$ cat src/sv/mp4bs_pkg.sv
// ----------------------------------------------------------------------------
// mp4bs_pkg
// shared types and constants of the top-level box splitter
// ----------------------------------------------------------------------------
package mp4bs_pkg;

   localparam int unsigned HdrBytes  = 8;
   localparam int unsigned SizeBytes = 4;

   typedef struct packed {
      logic [7:0]  out_byte;
      logic        header_byte;
      logic        box_last;
      logic        header_dropped;
      logic [31:0] box_type;
   } rsp_type;

endpackage

$ cat src/sv/mp4bs_if.sv
// ----------------------------------------------------------------------------
// mp4bs_req_if / mp4bs_rsp_if
// valid/ready channels for the byte stream and the framed result beats
// ----------------------------------------------------------------------------
interface mp4bs_req_if;
   logic       valid;
   logic       ready;
   logic [7:0] in_byte;

   modport source (output valid, output in_byte, input ready);
   modport sink   (input valid, input in_byte, output ready);
endinterface

interface mp4bs_rsp_if;
   logic        valid;
   logic        ready;
   logic [7:0]  out_byte;
   logic        header_byte;
   logic        box_last;
   logic        header_dropped;
   logic [31:0] box_type;

   modport source (output valid, output out_byte, output header_byte, output box_last,
                   output header_dropped, output box_type, input ready);
   modport sink   (input valid, input out_byte, input header_byte, input box_last,
                   input header_dropped, input box_type, output ready);
endinterface

$ cat src/sv/mp4_top_level_box_splitter_unit.sv
// ----------------------------------------------------------------------------
// mp4_top_level_box_splitter_unit
// recovers top-level box framing from an mp4 byte stream
// ----------------------------------------------------------------------------
// usage:
//   req_bus carries one stream byte per beat; rsp_bus returns one beat per
//   byte with the byte itself, a header flag, an end-of-box flag, a flag for
//   a header of size at most 8 (dropped, its bytes fold into the next box)
//   and the type of the latest header.
//   path: a byte taken passes the input register, then framing logic into
//   the result register, before it shows on rsp_bus.
//   throughput: one byte per cycle unless stalled, set by the single framing
//   state update; the input register takes one more byte while a result waits.
//   stall: when rsp_bus.ready is low the result register holds, then the
//   input register fills and req_bus.ready drops.
//   reset: synchronous; both stages empty, framing restarts at a header
//   with count, size and type cleared.
// ----------------------------------------------------------------------------
module mp4_top_level_box_splitter_unit (
   input  logic         clock,
   input  logic         reset,
   mp4bs_req_if.sink    req_bus,
   mp4bs_rsp_if.source  rsp_bus
);

   logic               in_valid_ff;
   logic [7:0]         in_byte_ff;
   logic               out_valid_ff;
   mp4bs_pkg::rsp_type out_ff;
   mp4bs_pkg::rsp_type out_in;
   logic               advance;
   logic               step;

   assign advance       = !out_valid_ff || rsp_bus.ready;
   assign step          = in_valid_ff && advance;
   assign req_bus.ready = !in_valid_ff || advance;

   mp4bs_framer u_framer (
      .clock   (clock),
      .reset   (reset),
      .step    (step),
      .data_in (in_byte_ff),
      .result  (out_in)
   );

   always_ff @(posedge clock) begin
      if (reset) begin
         in_valid_ff  <= 1'b0;
         out_valid_ff <= 1'b0;
      end else begin
         if (req_bus.ready) begin
            in_valid_ff <= req_bus.valid;
         end
         if (advance) begin
            out_valid_ff <= in_valid_ff;
         end
      end
      if (req_bus.ready && req_bus.valid) begin
         in_byte_ff <= req_bus.in_byte;
      end
      if (step) begin
         out_ff <= out_in;
      end
   end

   assign rsp_bus.valid          = out_valid_ff;
   assign rsp_bus.out_byte       = out_ff.out_byte;
   assign rsp_bus.header_byte    = out_ff.header_byte;
   assign rsp_bus.box_last       = out_ff.box_last;
   assign rsp_bus.header_dropped = out_ff.header_dropped;
   assign rsp_bus.box_type       = out_ff.box_type;

endmodule

$ cat src/sv/mp4bs_framer.sv
// ----------------------------------------------------------------------------
// mp4bs_framer
// header/body framing state and the result of one byte
// ----------------------------------------------------------------------------
module mp4bs_framer (
   input  logic               clock,
   input  logic               reset,
   input  logic               step,
   input  logic [7:0]         data_in,
   output mp4bs_pkg::rsp_type result
);

   logic        hdr_mode_ff, hdr_mode_in;
   logic [2:0]  hdr_cnt_ff, hdr_cnt_in;
   logic [31:0] left_ff, left_in;
   logic [31:0] type_ff, type_in;

   always_comb begin
      hdr_mode_in           = hdr_mode_ff;
      hdr_cnt_in            = hdr_cnt_ff;
      left_in               = left_ff;
      type_in               = type_ff;
      result.out_byte       = data_in;
      result.header_byte    = 1'b0;
      result.box_last       = 1'b0;
      result.header_dropped = 1'b0;
      if (hdr_mode_ff) begin
         result.header_byte = 1'b1;
         if (hdr_cnt_ff < 3'(mp4bs_pkg::SizeBytes)) begin
            left_in = {left_ff[23:0], data_in};
         end else begin
            type_in = {type_ff[23:0], data_in};
         end
         if (hdr_cnt_ff == 3'(mp4bs_pkg::HdrBytes - 1)) begin
            hdr_cnt_in = '0;
            if (left_ff > 32'(mp4bs_pkg::HdrBytes)) begin
               left_in     = left_ff - 32'(mp4bs_pkg::HdrBytes);
               hdr_mode_in = 1'b0;
            end else begin
               left_in               = '0;
               result.header_dropped = 1'b1;
            end
         end else begin
            hdr_cnt_in = hdr_cnt_ff + 3'd1;
         end
      end else begin
         left_in = left_ff - 32'd1;
         if (left_ff == 32'd1) begin
            result.box_last = 1'b1;
            hdr_mode_in     = 1'b1;
         end
      end
      result.box_type = type_in;
   end

   always_ff @(posedge clock) begin
      if (reset) begin
         hdr_mode_ff <= 1'b1;
         hdr_cnt_ff  <= '0;
         left_ff     <= '0;
         type_ff     <= '0;
      end else if (step) begin
         hdr_mode_ff <= hdr_mode_in;
         hdr_cnt_ff  <= hdr_cnt_in;
         left_ff     <= left_in;
         type_ff     <= type_in;
      end
   end

endmodule

$ cat src/flat_wrapper.sv
// flat-port wrapper written by rule: the top's interface ports become plain ports
module mp4_top_level_box_splitter_unit_flat 
  (clock, reset, req_bus_valid, req_bus_in_byte, req_bus_ready, rsp_bus_valid, rsp_bus_out_byte, rsp_bus_header_byte, rsp_bus_box_last, rsp_bus_header_dropped, rsp_bus_box_type, rsp_bus_ready);
  mp4bs_req_if req_bus_i ();
  mp4bs_rsp_if rsp_bus_i ();
  input  logic clock;
  input  logic reset;
  input wire logic [$bits(req_bus_i.valid)-1:0] req_bus_valid;
  input wire logic [$bits(req_bus_i.in_byte)-1:0] req_bus_in_byte;
  output wire logic [$bits(req_bus_i.ready)-1:0] req_bus_ready;
  output wire logic [$bits(rsp_bus_i.valid)-1:0] rsp_bus_valid;
  output wire logic [$bits(rsp_bus_i.out_byte)-1:0] rsp_bus_out_byte;
  output wire logic [$bits(rsp_bus_i.header_byte)-1:0] rsp_bus_header_byte;
  output wire logic [$bits(rsp_bus_i.box_last)-1:0] rsp_bus_box_last;
  output wire logic [$bits(rsp_bus_i.header_dropped)-1:0] rsp_bus_header_dropped;
  output wire logic [$bits(rsp_bus_i.box_type)-1:0] rsp_bus_box_type;
  input wire logic [$bits(rsp_bus_i.ready)-1:0] rsp_bus_ready;
  assign req_bus_i.valid = req_bus_valid;
  assign req_bus_i.in_byte = req_bus_in_byte;
  assign req_bus_ready = req_bus_i.ready;
  assign rsp_bus_valid = rsp_bus_i.valid;
  assign rsp_bus_out_byte = rsp_bus_i.out_byte;
  assign rsp_bus_header_byte = rsp_bus_i.header_byte;
  assign rsp_bus_box_last = rsp_bus_i.box_last;
  assign rsp_bus_header_dropped = rsp_bus_i.header_dropped;
  assign rsp_bus_box_type = rsp_bus_i.box_type;
  assign rsp_bus_i.ready = rsp_bus_ready;
  mp4_top_level_box_splitter_unit u_core (.clock(clock), .reset(reset), .req_bus(req_bus_i), .rsp_bus(rsp_bus_i));
endmodule
$ cat config.mk
export PLATFORM = sky130hd
export DESIGN_NAME = mp4_top_level_box_splitter_unit_flat
export DESIGN_NICKNAME = d
export VERILOG_FILES = /design/src/sv/mp4bs_pkg.sv /design/src/sv/mp4bs_if.sv /design/src/sv/mp4_top_level_box_splitter_unit.sv /design/src/sv/mp4bs_framer.sv /design/src/flat_wrapper.sv
export SDC_FILE = /design/constraint.sdc
export NUM_CORES = 1
export LEC_CHECK = 0
export ABC_AREA = 0
export ABC_CLOCK_PERIOD_IN_PS = 6200
export BUFFER_PORTS_ARGS = -buffer_cell sky130_fd_sc_hd__buf_4
export CAP_MARGIN = 15
export CORE_MARGIN = 5
export CORE_UTILIZATION = 50
export DETAILED_ROUTE_END_ITERATION = 10
export MAX_ROUTING_LAYER = met4
export PLACE_DENSITY = 0.77
export SLEW_MARGIN = 10
export SYNTH_ARGS = -nofsm -noshare
export SYNTH_HDL_FRONTEND = slang
export SYNTH_SLANG_ARGS = --single-unit
$ cat constraint.sdc
create_clock -name clock -period 6.2 [get_ports clock]
set_input_delay 0.62 -clock clock [delete_from_list [all_inputs] [get_ports clock]]
set_output_delay 0.62 -clock clock [all_outputs]
set_load 0.05 [all_outputs]
After elaboration in Yosys (flattened, before gate mapping)
Cells that the tools add are included.
{"block": "classes", "eq_ne": 3, "n_mux": 12, "reduce_logical": 9, "order_cmp": 2, "addsub": 3}
{"cell": "32-bit 2-to-1 mux", "n": 6}
{"cell": "32-bit by 1-bit equality test with 1-bit output, second input constant", "n": 1}
{"cell": "32-bit by 4-bit greater-than comparator with 1-bit output, second input constant", "n": 1}
{"cell": "32-bit by 1-bit subtractor with 32-bit output, second input constant", "n": 1}
{"cell": "32-bit by 4-bit subtractor with 32-bit output, second input constant", "n": 1}
{"cell": "2-bit AND reduction", "n": 3}
{"cell": "1-bit 2-to-1 mux", "n": 5}
{"cell": "3-bit by 1-bit adder with 3-bit output, second input constant", "n": 1}
{"cell": "3-bit equality test, second input constant", "n": 1}
{"cell": "3-bit < comparator, second input constant", "n": 1}
{"cell": "3-bit 2-to-1 mux", "n": 1}
{"cell": "3-bit by 1-bit != test with 1-bit output, second input constant", "n": 1}
{"cell": "1-bit logical AND", "n": 2}
{"cell": "1-bit zero test", "n": 2}
{"cell": "1-bit logical OR", "n": 2}
{"block": "word_totals", "elab_cells": 41, "out_inout_bits": 45, "in_bits": 12, "reg_bits": 121}

Logic depth before layout (Yosys ltp)
{"block": "depth", "depth_word": 4, "ltp_mapped": 11, "mapped_depth_nobuf": 8}

Modules after synthesis
A second synthesis with hierarchy kept.
{"block": "hier_totals", "hier_cells": 668, "hier_area_um2": 6577.6}
{"module": "mp4bs_framer", "n_inst": 1, "seq_area_each_um2": 1361.3, "cells_per_inst": 607, "area_per_inst_um2": 4942.2}
{"module": "mp4_top_level_box_splitter_unit", "n_inst": 1, "seq_area_each_um2": 1571.5, "cells_per_inst": 61, "area_per_inst_um2": 1635.3}

Worst setup path before layout
Ideal clock, no wire load.
{"block": "synth_timing", "path_type": "flip-flop to flip-flop", "from": "register u_core.out_valid_ff, in the netlist u_core.rsp_bus.valid", "to": "register u_core.out_ff (netlist bit u_core.rsp_bus.box_last) (enable)", "synth_period_minus_slack_ns": 3.179, "setup_time_ns": 0.424, "arrival_time_ns": 2.755, "path_buffers": 3, "path_stages_with_launch": 6, "t_required_ns": 5.776, "path_slack_ns": 3.021, "path_cell_list": "dfxtp_1 nor2b_1 clkbuf_1 nor2_1 clkbuf_1 buf_1"}
{"block": "synth_via", "elab_chain_len": 3}
{"item": "start, declared", "line_no": "mp4_top_level_box_splitter_unit.sv:28", "text": "logic out_valid_ff;"}
{"item": "start signal, assigned", "line_no": "mp4_top_level_box_splitter_unit.sv:55", "text": "out_valid_ff <= in_valid_ff;"}
{"item": "1-bit zero test", "line_no": "mp4_top_level_box_splitter_unit.sv:34", "text": "assign advance = !out_valid_ff || rsp_bus.ready;"}
{"item": "1-bit logical OR", "line_no": "mp4_top_level_box_splitter_unit.sv:34"}
{"item": "1-bit logical AND", "line_no": "mp4_top_level_box_splitter_unit.sv:35", "text": "assign step = in_valid_ff && advance;"}
{"item": "net u_core.step", "line_no": "mp4_top_level_box_splitter_unit.sv:32", "text": "logic step;"}
{"item": "end signal, assigned", "line_no": "mp4_top_level_box_splitter_unit.sv:62", "text": "out_ff <= out_in;"}
{"item": "end, declared", "line_no": "mp4_top_level_box_splitter_unit.sv:29", "text": "mp4bs_pkg::rsp_type out_ff;"}
The timed path passes the listed nets, and every way through them passes these cells.
A chain may end at the register's enable or synchronous reset.

Worst setup path after layout
{"block": "layout_timing", "from": "register u_core.u_framer.hdr_cnt_ff[0]", "to": "register u_core.u_framer.left_ff[4]"}
{"block": "layout_via", "elab_chain_len": 3, "elab_cells_between_ends": 6, "classes_between": "order compare: 1; eq/ne: 2; mux: 2; reduce/logical: 1"}
{"item": "start, declared", "line_no": "mp4bs_framer.sv:14", "text": "logic [2:0] hdr_cnt_ff, hdr_cnt_in;"}
{"item": "start signal, assigned", "line_no": "mp4bs_framer.sv:64", "text": "hdr_cnt_ff <= hdr_cnt_in;"}
{"item": "3-bit < comparator / 3-bit equality test (equally long branches)", "line_no": "mp4bs_framer.sv:29, mp4bs_framer.sv:34"}
{"item": "3-bit by 1-bit != test with 1-bit output (no line) / 32-bit 2-to-1 mux (equally long branches)"}
{"item": "2-bit AND reduction (no line) / 32-bit 2-to-1 mux (equally long branches)"}
{"item": "end signal, assigned", "line_no": "mp4bs_framer.sv:65", "text": "left_ff <= left_in;"}
{"item": "end, declared", "line_no": "mp4bs_framer.sv:15", "text": "logic [31:0] left_ff, left_in;"}
Several ways; a longest one is shown, not always the timed one.

==> flow_summary_export.csv <==
group,metric,value,unit
run_status,status,"complete, no violations",
cts,cts_buffers,17,
critical_path,critPathLaunchType,"flip-flop",
finish,syn2layout_area_growth,17.8,%
logic_synthesis,yosysTopAreaCell,"edfxtp_1",
cts,cts_sinks,121,
cts,cts_tree,"yes",
flow_run,cap_violations,0,
timing,layout_min_cycle_time,3350,ps
floorplanning,dieHeight,121,um
place,hpwlAfterDp,10800,um
critical_path,reg2reg_from,"u_core.u_framer.hdr_cnt_ff[0]",
floorplanning,initial_utilization,0.513,
logic_synthesis,synth_edf_count,51,
drt,dr_total_vias,5573,
power,total_power,2270,uW
logic_synthesis,yosys-top-cells-area,"edfxtp_1 (25%), dfxtp_1 (23%), mux2_2 (6.0%), a21oi_1 (6.0%), o21ai_0 (5.2%)",
logic_synthesis,synth-seq-cells,121,
logic_synthesis,synth.most_common_cell,"a21oi_1",
cts,htreeDepth,4,
critical_path,max_stage_delay,880,ps
critical_path,cp-end-kind,"flip-flop",
logic_synthesis,synth_flop_cell,"dfxtp_1",
power,power_density,312,nW/um2
power,irDropWorstVdd,0.000134,V
logic_synthesis,synthesis.nets,684,
cts,ctsResizeCount,0,
logic_synthesis,synth_common_cells,"a21oi_1 (74), dfxtp_1 (70), nand2_1 (70)",
hold_path,worstHoldEndpoint,"u_core.in_byte_ff[0]",
drt,vias_per_cell,6.37,
critical_path,critPathKind,"flip-flop to flip-flop",
hold_path,hold_depth,1,
hold_path,min_path_type,"input port to flip-flop",
cts,root_buffer,"clkbuf_16",
timing,rsz0062_at_grt,"false",
timing,hold_viol,0,
timing,max_slew_margin,0.160,
grt,grt_overflow_total,0,
hold_path,hold_path.startpoint,"req_bus_in_byte[0]",
critical_path,cpMostUsedCell,"ha_1",
critical_path,r2r-end,"u_core.u_framer.left_ff[4]",
cts,path_clk_slew,60,ps
critical_path,critPathLaunch,"u_core.u_framer.hdr_cnt_ff[0]",
logic_synthesis,netlist_area,6180,um2
critical_path,crit_slowest_cell,"a21oi_2",
timing,tightestPinTransition,1260,ps
logic_synthesis,synth_top_cell_area_share,0.248,
logic_synthesis,avgSynthCellArea,9.30,um2
drt,wire_per_inst,19.3,um
floorplanning,coreArea,12100,um2
logic_synthesis,synth_seq_area_share,0.474,
critical_path,crit_chain,"ha_1 -> ha_1 -> clkinv_1 -> a21oi_2 -> a221oi_1 -> a2111oi_0",
cts,hold_buffers,0,
grt,grt_pass1_wl,27000,um
grt,grt_max_degree,72,
cts,clk-insertion-delay-late,420,ps
grt,antenna_found_initial,0,
floorplanning,dieArea,14700,um2
logic_synthesis,yosys_warnings,0,
floorplanning,pin_count,57,
critical_path,path_buf_inv,1,
drt,antenna_left,0,
logic_synthesis,synth_cell_types,62,
finish,antenna_cells,0,
finish,final_layout_size_suffix_gt1_frac,0.211,
critical_path,crit_arrival,3650,ps
place,place_congestion,0.940,
floorplanning,die_w,121,um
timing,finalCritPeriodShare,0.541,
timing,slew_viol_final,0,
critical_path,r2r_cells,6,
power,power_leakage,0.00270,uW
timing,setup_violations,0,
cts,post_cts_buffers,0,
logic_synthesis,syn_inst,665,
critical_path,critPathMaxFanout,19,
timing,finClkSkew,10.4,ps
critical_path,crit_family,"compound AO/OA/AOI/OAI gates",
place,port_buffers,56,
drt,drt_iter0_drc,661,
grt,grt_pass1_vias,5272,
floorplanning,std_cell_rows,40,
drt,dr.pass1.iters,5,
critical_path,required,6490,ps
timing,tns,0,ps
finish,final_net_count,713,
drt,wirelength,16900,um
timing,fmax,298,MHz
logic_synthesis,synth_async_sr_flop_share,0,
drt,drc,0,
critical_path,r2r_slack,2850,ps
cts,cts_buffer_depth,2,
grt,grt_usage,0.237,
stage by stage:
stage                     instance area, um2   util  setup WS [ps]  hold WS, ps  instances
final                                   7280  0.604           2850          378        875
after global routing                    7280  0.604           2620          366        875
after CTS                               7280  0.604           2960          361        875
after detailed placement                6670  0.553           2960          456        843
after global placement                  6670  0.553           3100          454        843
after floorplan                         6180      -           3020          440        665
area by class of cell:
cell class	instances	area [um2]
Multi-Input combinational cell	479	3000
Clock inverter	13	166
Fill cell	997	4780
Inverter	10	37.5
Tap cell	168	210
Sequential cell	121	2930
Timing Repair Buffer	65	488
Clock buffer	19	453
worst register-to-register path, delay by kind of cell, from the launching register on:
| family | cells | cell delay (ps) |
|---|---|---|
| AOI/OAI and AO/OA | 3 | 1450 |
| adders and majority gates | 2 | 730 |
| buffers and inverters | 1 | 690 |
| DFF | 1 | 350 |
power breakdown:
part           internal [uW]  leakage, uW  switching (uW)
sequential               858      0.00106            39.8
clock                    656     0.000296             366
combinational            125      0.00134             228
total                   1640      0.00270             634
state kept, by name, indices dropped and copies added (netlist names):
name and flops:
u_core.u_framer.type_ff 32, u_core.in_valid_ff 1, u_core.rsp_bus.header_byte 1, u_core.u_framer.hdr_mode_ff 1, u_core.rsp_bus.valid 1, u_core.in_byte_ff 8, u_core.rsp_bus.header_dropped 1, u_core.u_framer.left_ff 32
u_core.u_framer.hdr_cnt_ff 3, u_core.rsp_bus.out_byte 8, u_core.rsp_bus.box_last 1, u_core.rsp_bus.box_type 32
worst max path at each step:
stage | endpoint | depth (start not counted) | slack, ps
4_1_cts | u_core.u_framer.left_ff[4] | 6 | 2960
6_report | u_core.u_framer.left_ff[4] | 6 | 2850
2_1_floorplan | u_core.rsp_bus.box_last | 5 | 3020
3_5_place_dp | u_core.u_framer.left_ff[4] | 6 | 2960
5_1_grt | u_core.u_framer.left_ff[4] | 6 | 2620
3_3_place_gp | u_core.u_framer.left_ff[4] | 6 | 3100
cell families after synthesis:
family,Yosys count,share of synthesized area
simple gates,215,0.180
compound gates,212,0.211
flops,121,0.474
buf+inv,65,0.0433
mux,34,0.0617
xor+xnor,11,0.0156
fa+ha+maj,7,0.0142
per-layer routing:
layer	vias to the layer above	global-route usage	part of all wire
li1	2553	-	-
met1	2674	0.292	0.41
met2	293	0.370	0.48
met3	53	0.0606	0.080
met4	0	0.109	0.028
met5	-	-	0
cell usage in the layout (no fill, tap or decap), types with 10 or more instances in the layout:
master,count
a211oi_1,13
a21oi_1,74
a221oi_1,10
buf_4,65
clkbuf_16,17
dfxtp_1,70
edfxtp_1,51
mux2_2,33
nand2_1,70
nand3_1,15
nor2_1,45
nor3_1,22
o21ai_0,64
No activity file was read; power rests on OpenSTA's default activity.
